$ cat config.mk
export PLATFORM = sky130hd
export DESIGN_NAME = ball_position_frame_receiver
export DESIGN_NICKNAME = d
export VERILOG_FILES = /design/src/rtl/bpfr_pkg.sv /design/src/rtl/bpfr_parser.sv /design/src/rtl/ball_position_frame_receiver.sv
export SDC_FILE = /design/constraint.sdc
export NUM_CORES = 1
export LEC_CHECK = 0
export BUFFER_PORTS_ARGS = -buffer_cell sky130_fd_sc_hd__buf_4
export CELL_PAD_IN_SITES_DETAIL_PLACEMENT = 0
export CELL_PAD_IN_SITES_GLOBAL_PLACEMENT = 2
export CORE_MARGIN = 1.5
export CORE_UTILIZATION = 40
export DETAILED_ROUTE_END_ITERATION = 10
export PLACE_DENSITY = 0.89
export SLEW_MARGIN = 15
export SYNTH_ARGS = -nofsm -noshare
export SYNTH_HDL_FRONTEND = slang
export SYNTH_HIERARCHICAL = 1
export SYNTH_SLANG_ARGS = --single-unit
$ cat constraint.sdc
create_clock -name clk -period 8.9 [get_ports clk]
set_clock_uncertainty 0.1 [all_clocks]
set_input_delay 0 -clock clk [delete_from_list [all_inputs] [get_ports clk]]
set_output_delay 0 -clock clk [all_outputs]
set_load 0.02 [all_outputs]
$ cat src/rtl/bpfr_pkg.sv
package bpfr_pkg;

  // Input transaction: one received byte or a status query
  typedef struct packed {
    logic        req_type;
    logic [7:0]  rx_byte;
    logic [31:0] now_ms;
  } in_item_t;

  // Result transaction
  typedef struct packed {
    logic signed [10:0] position_mm;
    logic               ball_valid;
    logic               link_online;
    logic [1:0]         frame_event;
    logic [31:0]        byte_count;
    logic [31:0]        good_frame_count;
    logic [31:0]        bad_frame_count;
  } out_item_t;

  // Request codes
  localparam logic REQ_BYTE  = 1'b0;
  localparam logic REQ_QUERY = 1'b1;

  // Frame event codes
  typedef enum logic [1:0] {
    EV_NONE     = 2'd0,
    EV_GOOD     = 2'd1,
    EV_BAD      = 2'd2,
    EV_OVERFLOW = 2'd3
  } frame_event_t;

  // Parser phases
  typedef enum logic [3:0] {
    PH_B      = 4'd0,
    PH_A      = 4'd1,
    PH_L1     = 4'd2,
    PH_L2     = 4'd3,
    PH_COMMA1 = 4'd4,
    PH_SIGN   = 4'd5,
    PH_DIGIT1 = 4'd6,
    PH_DIGITS = 4'd7,
    PH_FLAG   = 4'd8,
    PH_END    = 4'd9,
    PH_GOOD   = 4'd10,
    PH_FAIL   = 4'd11
  } phase_t;

  // What the parser reports for one byte
  typedef struct packed {
    frame_event_t ev;
    logic         negative;
    logic [10:0]  magnitude;
    logic         flag;
  } parse_res_t;

  // Characters
  localparam logic [7:0] CH_DOLLAR = 8'h24;
  localparam logic [7:0] CH_B      = 8'h42;
  localparam logic [7:0] CH_A      = 8'h41;
  localparam logic [7:0] CH_L      = 8'h4C;
  localparam logic [7:0] CH_COMMA  = 8'h2C;
  localparam logic [7:0] CH_CR     = 8'h0D;
  localparam logic [7:0] CH_LF     = 8'h0A;
  localparam logic [7:0] CH_MINUS  = 8'h2D;
  localparam logic [7:0] CH_PLUS   = 8'h2B;
  localparam logic [7:0] CH_ZERO   = 8'h30;
  localparam logic [7:0] CH_ONE    = 8'h31;
  localparam logic [7:0] CH_NINE   = 8'h39;
  localparam logic [7:0] CH_NUL    = 8'h00;

  localparam logic [14:0] MAG_LIMIT     = 15'd1000;
  localparam logic [15:0] TIMEOUT_RESET = 16'd2000;

endpackage

$ cat src/rtl/bpfr_parser.sv
module bpfr_parser #(
  parameter int BUFFER_BYTES = 32
) (
  input  logic                 clk,
  input  logic                 rst,
  input  logic                 byte_en,
  input  logic [7:0]           rx_byte,
  output bpfr_pkg::parse_res_t res
);
  import bpfr_pkg::*;

  localparam int FILL_W = $clog2(BUFFER_BYTES);
  localparam logic [FILL_W-1:0] FILL_MAX = FILL_W'(BUFFER_BYTES - 1);

  logic [FILL_W-1:0] fill_count, fill_count_next;
  phase_t            parse_phase, parse_phase_next;
  logic              pending_negative, pending_negative_next;
  logic [10:0]       pending_magnitude, pending_magnitude_next;
  logic              pending_flag, pending_flag_next;
  frame_event_t      ev;

  logic        is_digit;
  logic [14:0] digit_acc;

  // Running magnitude times ten plus the new digit
  assign is_digit  = (rx_byte >= CH_ZERO) && (rx_byte <= CH_NINE);
  assign digit_acc = {1'b0, pending_magnitude, 3'b000} + {3'b000, pending_magnitude, 1'b0}
                   + {11'd0, rx_byte[3:0]};

  // Frame tracking and per-byte parse step
  always_comb begin
    fill_count_next        = fill_count;
    parse_phase_next       = parse_phase;
    pending_negative_next  = pending_negative;
    pending_magnitude_next = pending_magnitude;
    pending_flag_next      = pending_flag;
    ev                     = EV_NONE;
    if (byte_en) begin
      priority if (rx_byte == CH_DOLLAR) begin
        fill_count_next        = FILL_W'(1);
        parse_phase_next       = PH_B;
        pending_negative_next  = 1'b0;
        pending_magnitude_next = 11'd0;
        pending_flag_next      = 1'b0;
      end else if (fill_count == '0 || rx_byte == CH_CR) begin
        // outside a frame, or skipped
      end else if (rx_byte == CH_LF) begin
        ev = (parse_phase == PH_END || parse_phase == PH_GOOD) ? EV_GOOD : EV_BAD;
        fill_count_next  = '0;
        parse_phase_next = PH_B;
      end else if (fill_count < FILL_MAX) begin
        fill_count_next = fill_count + FILL_W'(1);
        unique case (parse_phase)
          PH_B:      parse_phase_next = (rx_byte == CH_B) ? PH_A : PH_FAIL;
          PH_A:      parse_phase_next = (rx_byte == CH_A) ? PH_L1 : PH_FAIL;
          PH_L1:     parse_phase_next = (rx_byte == CH_L) ? PH_L2 : PH_FAIL;
          PH_L2:     parse_phase_next = (rx_byte == CH_L) ? PH_COMMA1 : PH_FAIL;
          PH_COMMA1: parse_phase_next = (rx_byte == CH_COMMA) ? PH_SIGN : PH_FAIL;
          PH_SIGN, PH_DIGIT1, PH_DIGITS: begin
            if (is_digit) begin
              if (digit_acc > MAG_LIMIT) begin
                parse_phase_next = PH_FAIL;
              end else begin
                pending_magnitude_next = digit_acc[10:0];
                parse_phase_next       = PH_DIGITS;
              end
            end else if (parse_phase == PH_SIGN && rx_byte == CH_MINUS) begin
              pending_negative_next = 1'b1;
              parse_phase_next      = PH_DIGIT1;
            end else if (parse_phase == PH_SIGN && rx_byte == CH_PLUS) begin
              parse_phase_next = PH_DIGIT1;
            end else if (parse_phase == PH_DIGITS && rx_byte == CH_COMMA) begin
              parse_phase_next = PH_FLAG;
            end else begin
              parse_phase_next = PH_FAIL;
            end
          end
          PH_FLAG: begin
            if (rx_byte == CH_ZERO || rx_byte == CH_ONE) begin
              pending_flag_next = rx_byte[0];
              parse_phase_next  = PH_END;
            end else begin
              parse_phase_next = PH_FAIL;
            end
          end
          PH_END:  parse_phase_next = (rx_byte == CH_NUL) ? PH_GOOD : PH_FAIL;
          default: parse_phase_next = parse_phase;
        endcase
      end else begin
        // buffer full: drop the frame
        fill_count_next  = '0;
        parse_phase_next = PH_B;
        ev               = EV_OVERFLOW;
      end
    end
  end

  // Frame state registers
  always_ff @(posedge clk) begin
    if (rst) begin
      fill_count        <= '0;
      parse_phase       <= PH_B;
      pending_negative  <= 1'b0;
      pending_magnitude <= 11'd0;
      pending_flag      <= 1'b0;
    end else begin
      fill_count        <= fill_count_next;
      parse_phase       <= parse_phase_next;
      pending_negative  <= pending_negative_next;
      pending_magnitude <= pending_magnitude_next;
      pending_flag      <= pending_flag_next;
    end
  end

  // Values of the frame that this byte closes
  always_comb begin
    res.ev        = ev;
    res.negative  = pending_negative;
    res.magnitude = pending_magnitude;
    res.flag      = pending_flag;
  end

endmodule

$ cat src/rtl/ball_position_frame_receiver.sv
// Channel  | Handshake          | Payload
// ---------+--------------------+------------------------------------------
// input    | in_valid, in_stall | in_item  (req_type, rx_byte, now_ms)
// output   | out_valid,out_stall| out_item (position, flags, event, counts)
// config   | cfg_we             | cfg_data (offline_timeout_ms)
//
// One transaction per cycle while in_stall is low; each result is registered in
// the output register, or in the skid register while the output is held by out_stall.
// Frame state, latches and counters update in the same cycle. The skid keeps input
// acceptance independent of out_stall; in_stall rises only when both hold a result.
// rst is synchronous; after it all control state is zero and the timeout is 2000 ms.
module ball_position_frame_receiver #(
  parameter int BUFFER_BYTES = 32
) (
  input  logic                clk,
  input  logic                rst,
  input  logic                in_valid,
  output logic                in_stall,
  input  bpfr_pkg::in_item_t  in_item,
  output logic                out_valid,
  input  logic                out_stall,
  output bpfr_pkg::out_item_t out_item,
  input  logic                cfg_we,
  input  logic [15:0]         cfg_data
);
  import bpfr_pkg::*;

  logic       in_accept;
  logic       out_fire;
  logic       byte_en;
  parse_res_t pres;

  logic [15:0]        offline_timeout_ms;
  logic signed [10:0] latched_position, latched_position_next;
  logic               latched_valid, latched_valid_next;
  logic [31:0]        last_good_ms, last_good_ms_next;
  logic [31:0]        bytes_seen, bytes_seen_next;
  logic [31:0]        good_frames, good_frames_next;
  logic [31:0]        bad_frames, bad_frames_next;
  logic [31:0]        age_ms;
  out_item_t          result;

  logic      skid_valid;
  out_item_t skid_item;

  assign in_stall  = skid_valid;
  assign in_accept = in_valid && !in_stall;
  assign out_fire  = out_valid && !out_stall;
  assign byte_en   = in_accept && (in_item.req_type == REQ_BYTE);

  bpfr_parser #(
    .BUFFER_BYTES(BUFFER_BYTES)
  ) u_parser (
    .clk     (clk),
    .rst     (rst),
    .byte_en (byte_en),
    .rx_byte (in_item.rx_byte),
    .res     (pres)
  );

  // Latches and counters
  always_comb begin
    latched_position_next = latched_position;
    latched_valid_next    = latched_valid;
    last_good_ms_next     = last_good_ms;
    bytes_seen_next       = bytes_seen;
    good_frames_next      = good_frames;
    bad_frames_next       = bad_frames;
    if (byte_en) begin
      bytes_seen_next = bytes_seen + 32'd1;
    end
    unique case (pres.ev)
      EV_GOOD: begin
        latched_position_next = pres.negative ? -$signed(pres.magnitude)
                                              : $signed(pres.magnitude);
        latched_valid_next    = pres.flag;
        last_good_ms_next     = in_item.now_ms;
        good_frames_next      = good_frames + 32'd1;
      end
      EV_BAD, EV_OVERFLOW: bad_frames_next = bad_frames + 32'd1;
      default: ;
    endcase
  end

  // Result built from the updated state
  assign age_ms = in_item.now_ms - last_good_ms_next;

  always_comb begin
    result.position_mm      = latched_position_next;
    result.ball_valid       = latched_valid_next;
    result.link_online      = (good_frames_next != 32'd0) && (age_ms[31:16] == 16'd0)
                            && (age_ms[15:0] <= offline_timeout_ms);
    result.frame_event      = pres.ev;
    result.byte_count       = bytes_seen_next;
    result.good_frame_count = good_frames_next;
    result.bad_frame_count  = bad_frames_next;
  end

  // State registers
  always_ff @(posedge clk) begin
    if (rst) begin
      offline_timeout_ms <= TIMEOUT_RESET;
      latched_position   <= '0;
      latched_valid      <= 1'b0;
      last_good_ms       <= '0;
      bytes_seen         <= '0;
      good_frames        <= '0;
      bad_frames         <= '0;
    end else begin
      if (cfg_we) begin
        offline_timeout_ms <= cfg_data;
      end
      if (in_accept) begin
        latched_position <= latched_position_next;
        latched_valid    <= latched_valid_next;
        last_good_ms     <= last_good_ms_next;
        bytes_seen       <= bytes_seen_next;
        good_frames      <= good_frames_next;
        bad_frames       <= bad_frames_next;
      end
    end
  end

  // Output register and skid control
  always_ff @(posedge clk) begin
    if (rst) begin
      out_valid  <= 1'b0;
      skid_valid <= 1'b0;
    end else if (out_fire || !out_valid) begin
      if (skid_valid) begin
        out_valid  <= 1'b1;
        skid_valid <= 1'b0;
      end else begin
        out_valid <= in_accept;
      end
    end else if (in_accept) begin
      skid_valid <= 1'b1;
    end
  end

  // Output and skid payload
  always_ff @(posedge clk) begin
    if (out_fire || !out_valid) begin
      if (skid_valid) begin
        out_item <= skid_item;
      end else if (in_accept) begin
        out_item <= result;
      end
    end else if (in_accept) begin
      skid_item <= result;
    end
  end

endmodule
==> metrics.md <==
| Metric | Value |
|---|---|
| Global route total overflow | 0 |
| Proportion of power drawn by the clock network | 43.0% |
| Synth Warn # | 6 |
| Worst EP required | 9.12 ns |
| Slew of the pin with the lowest slew margin | 1.02 ns |
| WHS Endpoint | u_parser/parse_phase[3] |
| Worst-path fanout max | 16 |
| Synth cell types | 103 |
| First-pass GRT wire length | 80800 um |
| Routability Congestion | 0.823 |
| Slew Limit Fails | 0 |
| Diode count | 0 |
| Critical-path top delay cell | nor2b_4 |
| Die area | 54400 um^2 |
| Die height | 233 um |
| # DRC | 0 |
| Max-cap viol count | 0 |
| CTS Buffer Depth | 3 |
| Tightest Hold Check Type | input port to flop |
| Fillers | 4768 |
| Layout Nets | 2395 |
| Async S/R FF share, synth | 0% |
| Status | finished, final reports clean |
| RR Startpoint | u_parser/fill_count[0] |
| Slowest cell delay on critical path | 0.66 ns |
| FMAX | 136 MHz |
| Final Cell Area | 25400 um^2 |
| H-tree Lvls | 2 |
| Gr usage total | 18.5% |
| Clock transition at the registers of the reported paths | 0.06 ns |
| Final Critical Period | 7.33 ns |
| RSZ-0062 raised after global routing | false |
| Synth Flop Type | edfxtp_1 |
| Cell area after synthesis | 21200 um^2 |
| Placed inst area | 23000 um^2 |
| TritonCTS clock tree | done |
| Post_cts resized | 0 |
| Tot Pwr | 4.46 mW |
| Syn Nets | 2185 |
| Combinational power share | 11.3% |
| Hold Vio Cnt, Final | 0 |
| Iteration-0 DRC Markers | 986 |
| Switch share | 24.7% |
| Starting Density | 40.4% |
| Worst Setup End Kind | flop |
| Register share of total power | 45.8% |
| Clock Tree Root | clkbuf_16 |
| CP Class | flop to flop |
| Hold path depth | 7 |
| Cts bufs inserted | 46 |
| Final setup vio count | 0 |
| Share of the yosys chip area belonging to registers | 48.4% |
| Initial antenna violation count | 1 |
| Post-detailed-route count of antenna-violating nets | 0 |
| Final period util | 82.4% |
| Share of cells above drive strength 1 | 18.7% |
| Slew margin rel. | 31.9% |
| Vias in the first global route | 15100 |
| Final core utilization | 48.5% |
| Reg2Reg Setup Slack | 1.57 ns |
| Gate Count Post-Synth | 2050 |
| Register bit total from synthesis | 402 |
| Ports | 175 |
| RR Endpoint | out_item[98] |
| Clock Sinks | 402 |
| Setup TNS | 0 ns |
| Number of synthesized flops with an enable pin | 222 |
| Pin count of the biggest net entering global routing | 91 |
| CP arrival | 7.55 ns |
| Number of post-CTS setup repair buffers | 0 |
| Total core area | 52400 um^2 |
| Startpoint Class | flop |
| Core Rows | 84 |
| Worst setup path startpoint | u_parser/fill_count[0] |
| Vias | 15800 |
| Avg Inst Size Synth | 10.3 um^2 |
| Port Buf Inserts | 174 |
| PD cells | 176 nW/um^2 |
| Via density | 5.30 |
| Avg WL per Cell | 17.0 um |
| Area growth syn-to-layout | 19.9% |
| Min Hold Slack | 0.0432 ns |
| P_leak | 9.59 nW |
| Routed Wire Length | 50600 um |
| R2R depth | 29 |
| Total iterations of the first detailed-routing run | 6 |
| Worst-Skew Late Latency | 0.58 ns |
| Peak VDD IR | 0.130 mV |
| Min-delay src | in_item[35] |
| P_int | 3.36 mW |
| P_sw | 1.10 mW |
| HPWL Detailed | 35700 um |
| Die X-Extent | 233 um |
power groups by stage:
stage	sequential, mW	combinational [mW]	clock (mW)
floorplan	2.12	0.272	0
detailed placement	2.08	0.473	0
global route	2.05	0.555	2.04
finish	2.04	0.503	1.92
CTS	2.04	0.506	1.97
global placement	2.08	0.469	0
critical path: cells and delay by family (launching register included):
family / cells / cell delay, ns
simple gates: 12 / 2.91
compound gates: 11 / 2.40
fa+ha+maj: 3 / 0.81
flops: 1 / 0.42
mux: 1 / 0.23
xor+xnor: 1 / 0.15
buf+inv: 1 / 0.07
stage by stage:
step	std cells	worst slack, ns
after detailed placement	2813	1.63
after floorplan	2050	1.40
after global placement	2813	1.80
after CTS	2985	1.60
final	2985	1.57
after global routing	2985	1.01
worst max-delay path by stage:
stage / end / slack (ns) / depth (start not counted)
after floorplan: out_item[0] / 1.40 / 5
after detailed placement: out_item[98] / 1.63 / 29
final: out_item[98] / 1.57 / 29
after global routing: skid_item[98] / 1.01 / 28
after global placement: out_item[98] / 1.80 / 29
after CTS: out_item[98] / 1.60 / 29
layout by cell type, fill, tap and decap left out, types with 7 or more instances in the layout:
| master | Yosys | routed |
|---|---|---|
| and3_1 | 21 | 21 |
| a21oi_1 | 87 | 86 |
| nor4b_1 | 7 | 7 |
| or2_2 | 7 | 7 |
| a21o_1 | 13 | 13 |
| a32oi_1 | 12 | 12 |
| nor4_1 | 16 | 16 |
| a211oi_1 | 37 | 37 |
| or3_1 | 29 | 29 |
| inv_1 | 50 | 50 |
| nor2b_1 | 28 | 26 |
| clkbuf_16 | 0 | 46 |
| and2_1 | 44 | 44 |
| o21a_1 | 11 | 11 |
| dfxtp_1 | 180 | 179 |
| nand3_1 | 50 | 50 |
| edfxtp_1 | 222 | 222 |
| dlygate4sd3_1 | 0 | 87 |
| mux2_2 | 116 | 116 |
| nor3_1 | 43 | 43 |
| o211ai_1 | 22 | 22 |
| nand2b_1 | 18 | 16 |
| buf_4 | 6 | 190 |
| xor2_1 | 85 | 85 |
| clkinv_1 | 0 | 8 |
| clkbuf_1 | 75 | 10 |
| xnor2_1 | 87 | 87 |
| nand2_1 | 188 | 188 |
| mux2i_1 | 41 | 41 |
| nor2_1 | 170 | 169 |
| nand4_1 | 39 | 39 |
| o21ai_0 | 85 | 85 |
| a31oi_1 | 17 | 16 |
| ha_1 | 70 | 70 |
sequential cells by signal, summed over array words and instances, names as in the netlist, 4 cells and up:
register and cells:
u_parser/pending_magnitude 11, bytes_seen 32, u_parser/parse_phase 4, bad_frames 32, u_parser/fill_count 5, latched_position 11, offline_timeout_ms 16, out_item 111
skid_item 111, last_good_ms 32, good_frames 32
Yosys cell counts, drive strengths merged (29+ instances only):
cell type | instances | area [um^2]
edfxtp | 222 | 6670
nand2 | 189 | 712
dfxtp | 180 | 3600
nor2 | 175 | 679
mux2 | 116 | 1310
o21ai | 93 | 473
xnor2 | 88 | 778
a21oi | 87 | 435
xor2 | 85 | 744
clkbuf | 77 | 292
ha | 70 | 876
nand3 | 53 | 288
inv | 50 | 188
and2 | 46 | 292
nor3 | 46 | 252
mux2i | 41 | 410
nand4 | 41 | 269
a211oi | 39 | 303
buf | 38 | 213
or3 | 31 | 204
nor2b | 29 | 184
what timing repair did:
action,CTS,global route
hold buffers,87,0
hold endpoints to repair,118,0
setup endpoints to repair,0,0
cell families (layout without fill, tap and decap cells):
group / count (synthesis) / count (layout) / synth area share [%]
AO/OA/AOI/OAI: 363 / 363 / 11.2
XOR/XNOR: 173 / 173 / 7.18
flip-flops: 402 / 402 / 48.4
AND/OR/NAND/NOR: 717 / 717 / 17.4
adder cells (fa/ha/maj): 73 / 73 / 4.41
multiplexers: 157 / 157 / 8.10
buffers and inverters: 165 / 412 / 3.26
cell type report:
type / instances / area (um^2) / area share [%]
clock buffer: 56 / 1190 / 4.67
clock inverter: 29 / 337 / 1.32
inverter: 50 / 188 / 0.738
multi-input combinational: 1483 / 10300 / 40.4
sequential: 402 / 10300 / 40.4
tap: 688 / 861 / 3.39
timing repair buffer: 277 / 2300 / 9.03
per-layer routing:
| metal | wire length, um | share of wire, % | global-route usage, % | vias up |
|---|---|---|---|---|
| met4 | 1180 | 2.3 | 6.03 | 2 |
| met5 | 12 | 0.024 | 0 | - |
| met3 | 2110 | 4.2 | 2.60 | 75 |
| met1 | 23600 | 47 | 24.9 | 7568 |
| met2 | 23700 | 47 | 30.5 | 310 |
| li1 | - | - | - | 7866 |
Note: power is estimated with default switching activity, not from simulation.
